===== src/design/ibfp_pkg.sv =====
`timescale 1ns / 1ps
package ibfp_pkg;

   localparam int IV_DEPTH  = 32;
   localparam int UN_DEPTH  = 16;
   localparam int IV_AW     = $clog2(IV_DEPTH);
   localparam int UN_AW     = $clog2(UN_DEPTH);
   localparam int IV_CNT_W  = $clog2(IV_DEPTH + 1);
   localparam int UN_CNT_W  = $clog2(UN_DEPTH + 1);
   localparam int ID_W      = 8;
   localparam int STEP_W    = 16;
   localparam int SIZE_W    = 32;
   localparam int ORD_W     = 8;
   localparam int OFF_W     = 40;
   localparam int SEQ_W     = 6;
   localparam int ALIGN_W   = 21;
   localparam int RND_CNT_W = $clog2(OFF_W + 1);

   localparam logic [1:0] CMD_LOAD_IV = 2'd0;
   localparam logic [1:0] CMD_LOAD_UN = 2'd1;
   localparam logic [1:0] CMD_PLAN    = 2'd2;

   localparam logic [1:0] SCAN_SEL = 2'd0;
   localparam logic [1:0] SCAN_RET = 2'd1;
   localparam logic [1:0] SCAN_FIT = 2'd2;

   localparam logic KIND_OFFSET = 1'b0;
   localparam logic KIND_TOTAL  = 1'b1;

   typedef struct packed {
      logic [1:0]        command;
      logic [ID_W-1:0]   item_id;
      logic [STEP_W-1:0] first_use;
      logic [STEP_W-1:0] last_use;
      logic [SIZE_W-1:0] byte_size;
      logic [ORD_W-1:0]  tie_order;
   } req_type;

   typedef struct packed {
      logic             result_kind;
      logic [ID_W-1:0]  result_id;
      logic [OFF_W-1:0] placed_offset;
      logic [OFF_W-1:0] total_size;
      logic             dropped_flag;
      logic             last_result;
   } rsp_type;

   typedef struct packed {
      logic       load_iv;
      logic       load_un;
      logic       plan_init;
      logic       scan_start;
      logic [1:0] scan_mode;
      logic       sel_take;
      logic       retire;
      logic       place_fit;
      logic       place_top;
      logic       un_place;
      logic       fin;
      logic       rnd_start;
   } ibfp_cmd_type;

   typedef struct packed {
      logic scan_done;
      logic bk_found;
      logic k_more;
      logic un_more;
   } ibfp_sts_type;

endpackage


===== src/design/ibfp_round.sv =====
`timescale 1ns / 1ps
module ibfp_round (
   input  logic                         clock,
   input  logic                         reset,
   input  logic                         start,
   input  logic [ibfp_pkg::OFF_W-1:0]   x,
   input  logic [ibfp_pkg::ALIGN_W-1:0] align,
   output logic                         done,
   output logic [ibfp_pkg::OFF_W-1:0]   result
);
   import ibfp_pkg::*;

   logic                 run_ff;
   logic                 done_ff;
   logic [RND_CNT_W-1:0] cnt_ff;
   logic [OFF_W-1:0]     xs_ff;
   logic [OFF_W-1:0]     xo_ff;
   logic [ALIGN_W-1:0]   rem_ff;
   logic [ALIGN_W-1:0]   div_ff;
   logic [ALIGN_W:0]     shifted;
   logic [ALIGN_W-1:0]   rem_in;

   always_comb begin
      shifted = {rem_ff, xs_ff[OFF_W-1]};
      if (shifted >= {1'b0, div_ff}) begin
         rem_in = ALIGN_W'(shifted - {1'b0, div_ff});
      end else begin
         rem_in = shifted[ALIGN_W-1:0];
      end
   end

   assign result = (rem_ff == '0) ? xo_ff : (xo_ff + OFF_W'(div_ff) - OFF_W'(rem_ff));
   assign done   = done_ff;

   always_ff @(posedge clock) begin
      if (reset) begin
         run_ff  <= 1'b0;
         done_ff <= 1'b0;
         cnt_ff  <= '0;
      end else begin
         done_ff <= 1'b0;
         if (start) begin
            run_ff <= 1'b1;
            cnt_ff <= RND_CNT_W'(OFF_W);
         end else if (run_ff) begin
            cnt_ff <= cnt_ff - 1'b1;
            if (cnt_ff == RND_CNT_W'(1)) begin
               run_ff  <= 1'b0;
               done_ff <= 1'b1;
            end
         end
      end
   end

   always_ff @(posedge clock) begin
      if (start) begin
         xs_ff  <= x;
         xo_ff  <= x;
         rem_ff <= '0;
         div_ff <= (align == '0) ? ALIGN_W'(1) : align;
      end else if (run_ff) begin
         xs_ff  <= {xs_ff[OFF_W-2:0], 1'b0};
         rem_ff <= rem_in;
      end
   end

endmodule


===== config.mk =====
export PLATFORM = sky130hd
export DESIGN_NAME = ibfp_round
export DESIGN_NICKNAME = d
export VERILOG_FILES = /design/src/design/ibfp_pkg.sv /design/src/design/ibfp_round.sv
export SDC_FILE = /design/constraint.sdc
export NUM_CORES = 1
export LEC_CHECK = 0
export ABC_AREA = 0
export BUFFER_PORTS_ARGS = -buffer_cell sky130_fd_sc_hd__buf_4
export CELL_PAD_IN_SITES_DETAIL_PLACEMENT = 0
export CELL_PAD_IN_SITES_GLOBAL_PLACEMENT = 2
export CORE_AREA = 2 2 140 176
export CTS_CLUSTER_DIAMETER = 80
export DETAILED_ROUTE_END_ITERATION = 8
export DIE_AREA = 0 0 142 178
export HOLD_SLACK_MARGIN = 0.02
export PLACE_DENSITY_LB_ADDON = 0.1
export SLEW_MARGIN = 20
export SYNTH_ARGS = -nofsm -noshare
export SYNTH_HDL_FRONTEND = slang
export SYNTH_SLANG_ARGS = --single-unit

===== constraint.sdc =====
create_clock -name clock -period 10.55 [get_ports clock]
set_input_delay 2.11 -clock clock [delete_from_list [all_inputs] [get_ports clock]]
set_output_delay 2.11 -clock clock [all_outputs]
set_load 0.03 [all_outputs]

==> results.md <==
* Status: completed
* HPWL after DPL at 17,070 um
* Final setup margin at 4392 ps
* Mapped Nets at 1,103
* DR vias/cell at 5.072
* Pre-CTS setup slack at 4781 ps
* Clk slew on worst S/H paths at 60 ps
* Sequential area share after synthesis at 0.3906
* Simple-gate share of the synthesized area at 0.1196
* Top cells by count, synth: inv_1 (119), edfxtp_1 (101), nor2_1 (79)
* Worst path required time at 8440 ps
* Dpl cell area at 10,230 um2
* CTS Hold Buffers Added at 0
* Mux share of post-synthesis cell area at 0.06749
* Main combinational cell family by area after synthesis: compound AO/OA/AOI/OAI gates
* Unrepaired setup endpoints after global routing: no
* Total number of vias at 6,786
* Post-layout util at 0.4601
* DR DRC count at 0
* Hold Vio Cnt, Final at 0
* Critical Path Sink: result[38]
* EDFF count, synth at 101
* Core region area at 23,570 um2
* # resized after CTS at 0
* Pwr Density at 205.4 nW/um2
* Overflow after GRT at 0
* Vias in the first global route at 6,952
* Final worst path period need at 6158 ps
* WHS at 515.9 ps
* Logic gate share of total power at 0.441
* Diode count at 0
* Top Ports at 105
* Post-synthesis cell count at 954
* Post-route ant nets at 0
* Worst R2R Setup Slack at 7360 ps
* Fin cells at 1,338
* Max_slew headroom at 0.4762
* WL/cell at 16.75 um
* Clock latency on the worst-skew pair at 430 ps
* Initial core utilization at 0.3925
* Syn. warnings at 0
* First-pass GRT wire length at 35,820 um
* Global-route usage over all layers at 0.1836
* Reg power frac at 0.284
* Most frequent cell after synthesis: inv_1
* TNS Setup at 0 ps
* Postcts setup bufs at 0
* Finished Cell Area at 10,840 um2
* Chip Width at 142 um
* Port Buffers at 104
* Launching point of the worst reg2reg path: div_ff[13]$_SDFFCE_PN0P_
* Die height at 178 um
* Num CTS Buffers at 17
* Async set-reset flop share out of synthesis at 0
* Initial antenna violation count at 0
* Largest net degree at the start of global routing at 82
* RR Endpoint: rem_ff[10]$_SDFFE_PP0P_
* First-pass DRT Iterations at 4
* CP arrival at 4050 ps
* Crit path cell chain: inv_1 > fa_1 > inv_1 > fa_1 > a211oi_2 > o21ai_2 > a31oi_4 > a31oi_4 > a21oi_4 > o41ai_4 > o41a_1 > xnor2_1 > o21ai_1 > buf_4
* Syn Area/Cell at 9.697 um2
* Startpoint types: flip-flop
* Worst vdd ir at 110.1 uV
* Synth cell types at 79
* CTS tree: yes
* Ranking of synthesized cells by area: edfxtp_1 (33%), ha_1 (8.5%), dfxtp_1 (6.3%)
* Delay of the slowest cell on the worst path at 490 ps
* Static leakage at 4.689 nW
* Slew Limit Fails at 0
* Fmax at 162.4 MHz
* Tightest Hold Check Type: reg2reg
* Synth-to-Final Area Change at 17.20%
* Worst path slowest cell: fa_1
* Post-Synthesis Cell Area at 9251 um2
* Layout cells sized above 1 at 0.2046
* Rows at 63
* Power Total at 2.227 mW
* Design internal power at 1.355 mW
* Slew @ Worst Pin at 785.6 ps
* 1st-iter DRT viols at 222
* Synth area leader: edfxtp_1
* Overall routed net length at 22,410 um
* Placed cells at 1,306
* CP Max Fanout at 6
* Synthesized-area fraction occupied by adder cells at 0.1328
* H-tree depth at 4
* Sw power at 872.0 uW
* XOR/XNOR Fraction of Synth Area at 0.04828
* Clock Sinks at 130
* Final GP Congestion at 0.7992
* Clk root buf: clkbuf_16
* Setup clock skew after layout at 7.539 ps
* Main synth FF type: edfxtp_1
* Clk pwr share at 0.275
* Final setup fails at 0
* Max Root-Sink Buffers at 2
* CP Launch Point: div_ff[1]$_SDFFCE_PN0P_
* Switching Share at 0.3915
* Die area at 25,280 um2
* Final nets at 1,182
* Synth Area in Compound Gates at 0.1703
* Worst hold start: cnt_ff[1]$_SDFFE_PP0P_
* Fin crit share at 0.5837
* Worst Reg-to-Reg Cells at 11
* Top cell type's share of synthesized area at 0.3278
* FF+latch count, synth at 130
* Max-cap violations at 0
* CP Capture Type: output port
* Kind of critical path: reg2out
-- state kept, by name, indices dropped and copies added (netlist names) --
register  flops
xo_ff        40
run_ff        1
done          1
xs_ff        40
div_ff       21
rem_ff       21
cnt_ff        6
-- placed cells by master (no fill, tap or decap), types with 8 or more instances in the layout --
cell type | netlist | layout
inv_1 | 119 | 119
buf_4 | 1 | 109
edfxtp_1 | 101 | 101
nor2_1 | 79 | 79
a21oi_1 | 66 | 66
nand2_1 | 65 | 65
ha_1 | 63 | 63
o21ai_0 | 51 | 51
mux2_2 | 43 | 43
dfxtp_1 | 29 | 29
xor2_1 | 28 | 28
a211oi_1 | 24 | 24
xnor2_1 | 23 | 23
fa_1 | 22 | 22
a21o_1 | 19 | 19
clkbuf_16 | 0 | 19
nand3_1 | 14 | 14
mux2i_1 | 14 | 14
nor3_1 | 13 | 13
nor4_1 | 9 | 9
o21ai_1 | 8 | 8
-- routing by layer --
metal | up-vias | GRT usage | part of all wire
li1 | 3517 | - | -
met1 | 3154 | 0.2354 | 0.46
met2 | 96 | 0.3213 | 0.50
met3 | 19 | 0.03383 | 0.033
met4 | 0 | 0.04208 | 0.010
met5 | - | 0 | 0
-- power by group through the flow --
stage	logic (mW)	registers, mW	clock network, mW
2_1_floorplan	0.695	0.632	0
3_3_place_gp	1.00	0.644	0
3_5_place_dp	0.996	0.645	0
4_1_cts	1.00	0.634	0.625
5_1_grt	1.08	0.639	0.646
6_report	0.982	0.633	0.612
-- worst max-delay path: cells and delay by family (launching register included) --
family,cells,cell delay [ps]
AOI/OAI and AO/OA,8,1800
adders and majority gates,2,970
xor gates and xnor gates,1,140
DFF,1,370
buffers and inverters,3,320
-- logic make-up after synthesis --
group	count (synthesis)
DFF	130
buffers and inverters	168
and+or+nand+nor	231
xor gates and xnor gates	51
AOI/OAI and AO/OA	232
adders and majority gates	85
muxes	57
-- worst min path at each step --
stage	end	depth (start not counted)
floorplan	cnt_ff[1]$_SDFFE_PP0P_	2
global placement	cnt_ff[1]$_SDFFE_PP0P_	2
detailed placement	cnt_ff[1]$_SDFFE_PP0P_	2
CTS	cnt_ff[1]$_SDFFE_PP0P_	2
global route	xs_ff[16]$_DFFE_PP_	1
finish	cnt_ff[1]$_SDFFE_PP0P_	2
-- cell type report --
type                            count  area (um2)
Inverter                          119       446.7
Clock buffer                       23       520.5
Timing Repair Buffer              109       818.3
Tap cell                          292       365.4
Multi-Input combinational cell    656        4990
Clock inverter                      9       88.84
Sequential cell                   130        3613
Fill cell                        2335       12730
No activity file was read; power rests on OpenSTA's default activity.
