[config.mk]
export PLATFORM = sky130hd
export DESIGN_NAME = ibfp_ctrl
export DESIGN_NICKNAME = d
export VERILOG_FILES = /design/src/design/ibfp_pkg.sv /design/src/design/ibfp_ctrl.sv
export SDC_FILE = /design/constraint.sdc
export NUM_CORES = 1
export LEC_CHECK = 0
export BUFFER_PORTS_ARGS = -buffer_cell sky130_fd_sc_hd__buf_2
export CORE_ASPECT_RATIO = 0.8
export CORE_MARGIN = 2
export CORE_UTILIZATION = 30
export DETAILED_ROUTE_END_ITERATION = 7
export GPL_TIMING_DRIVEN = 0
export SYNTH_ARGS = -nofsm -noshare
export SYNTH_HDL_FRONTEND = slang
export SYNTH_SLANG_ARGS = --single-unit
[constraint.sdc]
create_clock -name clock -period 1.2 [get_ports clock]
set_input_delay 0.24 -clock clock [delete_from_list [all_inputs] [get_ports clock]]
set_output_delay 0.24 -clock clock [all_outputs]
set_load 0.1 [all_outputs]
[src/design/ibfp_pkg.sv]
`timescale 1ns / 1ps
package ibfp_pkg;

   localparam int IV_DEPTH  = 32;
   localparam int UN_DEPTH  = 16;
   localparam int IV_AW     = $clog2(IV_DEPTH);
   localparam int UN_AW     = $clog2(UN_DEPTH);
   localparam int IV_CNT_W  = $clog2(IV_DEPTH + 1);
   localparam int UN_CNT_W  = $clog2(UN_DEPTH + 1);
   localparam int ID_W      = 8;
   localparam int STEP_W    = 16;
   localparam int SIZE_W    = 32;
   localparam int ORD_W     = 8;
   localparam int OFF_W     = 40;
   localparam int SEQ_W     = 6;
   localparam int ALIGN_W   = 21;
   localparam int RND_CNT_W = $clog2(OFF_W + 1);

   localparam logic [1:0] CMD_LOAD_IV = 2'd0;
   localparam logic [1:0] CMD_LOAD_UN = 2'd1;
   localparam logic [1:0] CMD_PLAN    = 2'd2;

   localparam logic [1:0] SCAN_SEL = 2'd0;
   localparam logic [1:0] SCAN_RET = 2'd1;
   localparam logic [1:0] SCAN_FIT = 2'd2;

   localparam logic KIND_OFFSET = 1'b0;
   localparam logic KIND_TOTAL  = 1'b1;

   typedef struct packed {
      logic [1:0]        command;
      logic [ID_W-1:0]   item_id;
      logic [STEP_W-1:0] first_use;
      logic [STEP_W-1:0] last_use;
      logic [SIZE_W-1:0] byte_size;
      logic [ORD_W-1:0]  tie_order;
   } req_type;

   typedef struct packed {
      logic             result_kind;
      logic [ID_W-1:0]  result_id;
      logic [OFF_W-1:0] placed_offset;
      logic [OFF_W-1:0] total_size;
      logic             dropped_flag;
      logic             last_result;
   } rsp_type;

   typedef struct packed {
      logic       load_iv;
      logic       load_un;
      logic       plan_init;
      logic       scan_start;
      logic [1:0] scan_mode;
      logic       sel_take;
      logic       retire;
      logic       place_fit;
      logic       place_top;
      logic       un_place;
      logic       fin;
      logic       rnd_start;
   } ibfp_cmd_type;

   typedef struct packed {
      logic scan_done;
      logic bk_found;
      logic k_more;
      logic un_more;
   } ibfp_sts_type;

endpackage

[src/design/ibfp_ctrl.sv]
`timescale 1ns / 1ps
module ibfp_ctrl (
   input  logic                   clock,
   input  logic                   reset,
   input  logic                   start,
   input  logic [1:0]             req_command,
   input  ibfp_pkg::ibfp_sts_type sts,
   input  logic                   rnd_done,
   output logic                   busy,
   output ibfp_pkg::ibfp_cmd_type cmd
);
   import ibfp_pkg::*;

   localparam logic [3:0] ST_IDLE = 4'd0;
   localparam logic [3:0] ST_NEXT = 4'd1;
   localparam logic [3:0] ST_SELW = 4'd2;
   localparam logic [3:0] ST_SELT = 4'd3;
   localparam logic [3:0] ST_RETW = 4'd4;
   localparam logic [3:0] ST_RETD = 4'd5;
   localparam logic [3:0] ST_FITW = 4'd6;
   localparam logic [3:0] ST_FITD = 4'd7;
   localparam logic [3:0] ST_TOPW = 4'd8;
   localparam logic [3:0] ST_UNX  = 4'd9;
   localparam logic [3:0] ST_UNW  = 4'd10;
   localparam logic [3:0] ST_FINW = 4'd11;

   logic [3:0] state_ff;
   logic [3:0] state_in;
   logic       accept;

   assign busy   = (state_ff != ST_IDLE);
   assign accept = start && !busy;

   always_comb begin
      state_in = state_ff;
      cmd      = '0;
      case (state_ff)
         ST_IDLE: begin
            cmd.load_iv = accept && (req_command == CMD_LOAD_IV);
            cmd.load_un = accept && (req_command == CMD_LOAD_UN);
            if (accept && (req_command == CMD_PLAN)) begin
               cmd.plan_init = 1'b1;
               state_in      = ST_NEXT;
            end
         end
         ST_NEXT: begin
            if (sts.k_more) begin
               cmd.scan_start = 1'b1;
               cmd.scan_mode  = SCAN_SEL;
               state_in       = ST_SELW;
            end else begin
               state_in = ST_UNX;
            end
         end
         ST_SELW: begin
            if (sts.scan_done) state_in = ST_SELT;
         end
         ST_SELT: begin
            cmd.sel_take   = 1'b1;
            cmd.scan_start = 1'b1;
            cmd.scan_mode  = SCAN_RET;
            state_in       = ST_RETW;
         end
         ST_RETW: begin
            if (sts.scan_done) state_in = ST_RETD;
         end
         ST_RETD: begin
            cmd.scan_start = 1'b1;
            if (sts.bk_found) begin
               cmd.retire    = 1'b1;
               cmd.scan_mode = SCAN_RET;
               state_in      = ST_RETW;
            end else begin
               cmd.scan_mode = SCAN_FIT;
               state_in      = ST_FITW;
            end
         end
         ST_FITW: begin
            if (sts.scan_done) state_in = ST_FITD;
         end
         ST_FITD: begin
            if (sts.bk_found) begin
               cmd.place_fit = 1'b1;
               state_in      = ST_NEXT;
            end else begin
               cmd.rnd_start = 1'b1;
               state_in      = ST_TOPW;
            end
         end
         ST_TOPW: begin
            if (rnd_done) begin
               cmd.place_top = 1'b1;
               state_in      = ST_NEXT;
            end
         end
         ST_UNX: begin
            cmd.rnd_start = 1'b1;
            state_in      = sts.un_more ? ST_UNW : ST_FINW;
         end
         ST_UNW: begin
            if (rnd_done) begin
               cmd.un_place = 1'b1;
               state_in     = ST_UNX;
            end
         end
         ST_FINW: begin
            if (rnd_done) begin
               cmd.fin  = 1'b1;
               state_in = ST_IDLE;
            end
         end
         default: state_in = ST_IDLE;
      endcase
   end

   always_ff @(posedge clock) begin
      if (reset) begin
         state_ff <= ST_IDLE;
      end else begin
         state_ff <= state_in;
      end
   end

endmodule

==> results_dict.tcl <==
set metrics [dict create \
    start_util 0.3124 \
    r2r-end "state_ff[0]" \
    cts_buffers 3 \
    cpMaxStageDelayCell "dfxtp_4" \
    min_to "state_ff[1]" \
    r2r_slack_ps -260 \
    numPortBuffers 23 \
    fin_crit_ps 1873 \
    clock_path_buffers 2 \
    die_height_um 40.44 \
    coreArea_sq_um 1594 \
    tightest_slew_ps 348.7 \
    antenna_left 0 \
    num_rows 13 \
    hold_path.class "in -> reg" \
    nets 136 \
    critPathTopFamily "simple AND/OR/NAND/NOR gates" \
    required_ps 960 \
    period_share 1.561 \
    diodes 0 \
    dp.cells 116 \
    drt-met1-wl_mm 1.139 \
    p_sw_frac 0.4871 \
    grt_pass1_wl_mm 3.726 \
    place_congestion 0.8020 \
    worstPathArrival_ps 1630 \
    pwr-share-seq 0.088 \
    power_frac_comb 0.858 \
    clock-sinks 4 \
    largest_reg_flops 4 \
    top_layer "met4" \
    fin_cells 146 \
    synth-async-reset-ratio 0 \
    hold_start "reset" \
    crit_type "reg -> out" \
    r2r_cells 5 \
    timing.rr.start "state_ff[3]" \
    violations "setup timing" \
    fin_skew_ps 2.365 \
    synth_edf_count 0 \
    synthCells 71 \
    grt_pass1_vias 750 \
    max_stage_delay_ps 370 \
    final_core_util 0.8838 \
    worstSetupEndpointType "output port" \
    setup_slack_ps -672.9 \
    slew_headroom 0.7671 \
    h-tree-depth 1 \
    finalSetupViolCount 18 \
    switchingPower_w 0.001626 \
    vias 815 \
    drt_iter0_drc 38 \
    area_growth_pct 182.9 \
    hold_slack_ps 223.2 \
    pin_count 24 \
    antenna_found_initial 0 \
    power_density_nw_per_um2 2369 \
    p_int_w 0.001712 \
    hold_depth 2 \
    status "finished with violations" \
    rsz0062_at_grt "yes" \
    slew_viol_final 0 \
    tritoncts "done" \
    met3_length_um 188 \
    max_freq_mhz 533.9 \
    cp_max_fo 5 \
    critPathBufInv 2 \
    drt-total-wl_mm 2.881 \
    wl_met2_mm 1.499 \
    synth_cell_types 34 \
    final.setup.tns_ps -7386 \
    syn_nets 81 \
    path_cells "nor4_4 -> bufinv_8 -> nor4b_4 -> buf_6" \
    ys_seq_area_frac 0.1608 \
    cellLeakagePower_nw 0.5542 \
    grt_usage 0.2587 \
    path_clk_slew_ps 40 \
    hold_buffers 0 \
    drcViolationCount 0 \
    avgSynthCellArea_sq_um 7.014 \
    crit_start "state_ff[0]" \
    die_x_um 49.55 \
    hpwl_mm 1.102 \
    ir_drop_mv 2.201 \
    cts-root-buf "clkbuf_4" \
    maxCapViolCount 0 \
    registers.top_by_ff_count "state_ff" \
    gr-total-overflow 0 \
    wl_per_cell_um 19.73 \
    cp-start-kind "flip-flop" \
    via_per_inst 5.582 \
    post_route_cells_drive_above_1_share 0.7419 \
    worstSkewPairLatency_ps 240 \
    hold_violations 0 \
    syn_area_sq_um 498.0 \
    pwr-share-clk 0.053 \
    synth_seq_cells 4 \
    grt_max_degree 11 \
    yosys_warnings 0 \
    nFillCells 71 \
    top_regs "state_ff (4)" \
    drtPass1Iterations 4 \
    die_area_sq_um 2004 \
    synth-main-ff-cell "dfxtp_1" \
]
cell usage after synthesis (2+ instances only):
library cell,number,area share
buf_4,3,0.045
nand2_1,5,0.038
o22ai_1,2,0.025
buf_2,4,0.040
o21ai_0,3,0.030
nor3b_1,2,0.030
a21oi_1,2,0.020
nand3b_1,2,0.030
nand2b_1,3,0.038
nor4_1,2,0.025
nor3_1,6,0.060
nor2_1,10,0.075
nand3_1,3,0.030
dfxtp_1,4,0.16
worst max path at each step:
stage | end | cells past startpoint
finish | cmd[12] | 4
detailed placement | cmd[12] | 5
CTS | cmd[12] | 5
floorplan | cmd[12] | 4
global placement | cmd[12] | 5
global route | cmd[12] | 4
worst reg2reg max path, cell delays in order, from the launching register on:
cell,delay [ps]
dfxtp_4,370
buf_4,150
nor3b_1,160
o21a_1,200
o31ai_1,320
a21oi_1,130
cells in the final DEF (no fill, tap or decap), drive strengths merged, types with 2 or more instances in the layout:
master,n
buf,58
nor2,10
nor3,6
nand2,5
dfxtp,4
o21ai,4
nand2b,4
clkbuf,3
nor4,3
nand3,3
nand3b,2
a21oi,2
nor3b,2
o22ai,2
power groups by stage:
| stage | registers, W | clock network [W] | logic (W) |
|---|---|---|---|
| 5_1_grt | 0.000296 | 0.000192 | 0.00295 |
| 4_1_cts | 0.000222 | 0.000175 | 0.00243 |
| 3_3_place_gp | 0.000192 | 0 | 0.00166 |
| 6_report | 0.000294 | 0.000178 | 0.00287 |
| 2_1_floorplan | 0.000191 | 0 | 0.00145 |
| 3_5_place_dp | 0.000194 | 0 | 0.00165 |
layer usage:
layer / up-vias / global-route usage
met4: 0 / 0.1111
met5: - / 0
met1: 395 / 0.3210
li1: 368 / -
met3: 6 / 0.05597
met2: 46 / 0.4467
cell type report:
| cell class | instances | area, sq um | area share |
|---|---|---|---|
| flip-flops and latches | 4 | 95.09 | 0.06750 |
| multi-input cells | 57 | 574.3 | 0.4076 |
| repair buffers | 55 | 613.1 | 0.4352 |
| clock buffers | 3 | 22.52 | 0.01599 |
| plain buffers | 3 | 55.05 | 0.03908 |
| inverters | 2 | 21.27 | 0.01510 |
| well taps | 22 | 27.53 | 0.01954 |
per-stage QoR:
step                      power, W  setup slack, ps  instance area (sq um)
after floorplan           0.001638            -1145                  660.6
after CTS                 0.002830           -671.1                   1236
final                     0.003338           -672.9                   1409
after global routing      0.003441           -737.9                   1409
after detailed placement  0.001841           -724.1                  803.3
after global placement    0.001851           -729.2                  803.3
cell families after synthesis:
kind of cell	count (synthesis)	synth area share
flip-flops	4	0.1608
buffers and inverters	10	0.1231
XOR/XNOR	1	0.01759
AO/OA/AOI/OAI	16	0.2086
AND/OR/NAND/NOR	40	0.4899
what timing repair did:
item                                    in CTS  in global routing
endpoints found under the setup margin      15                 18
pin swaps                                   16                 19
gates resized for setup                     76                 25
endpoints found under the hold margin        0                  0
buffers inserted                            18                 15
Power figures use the tool's default switching activity.
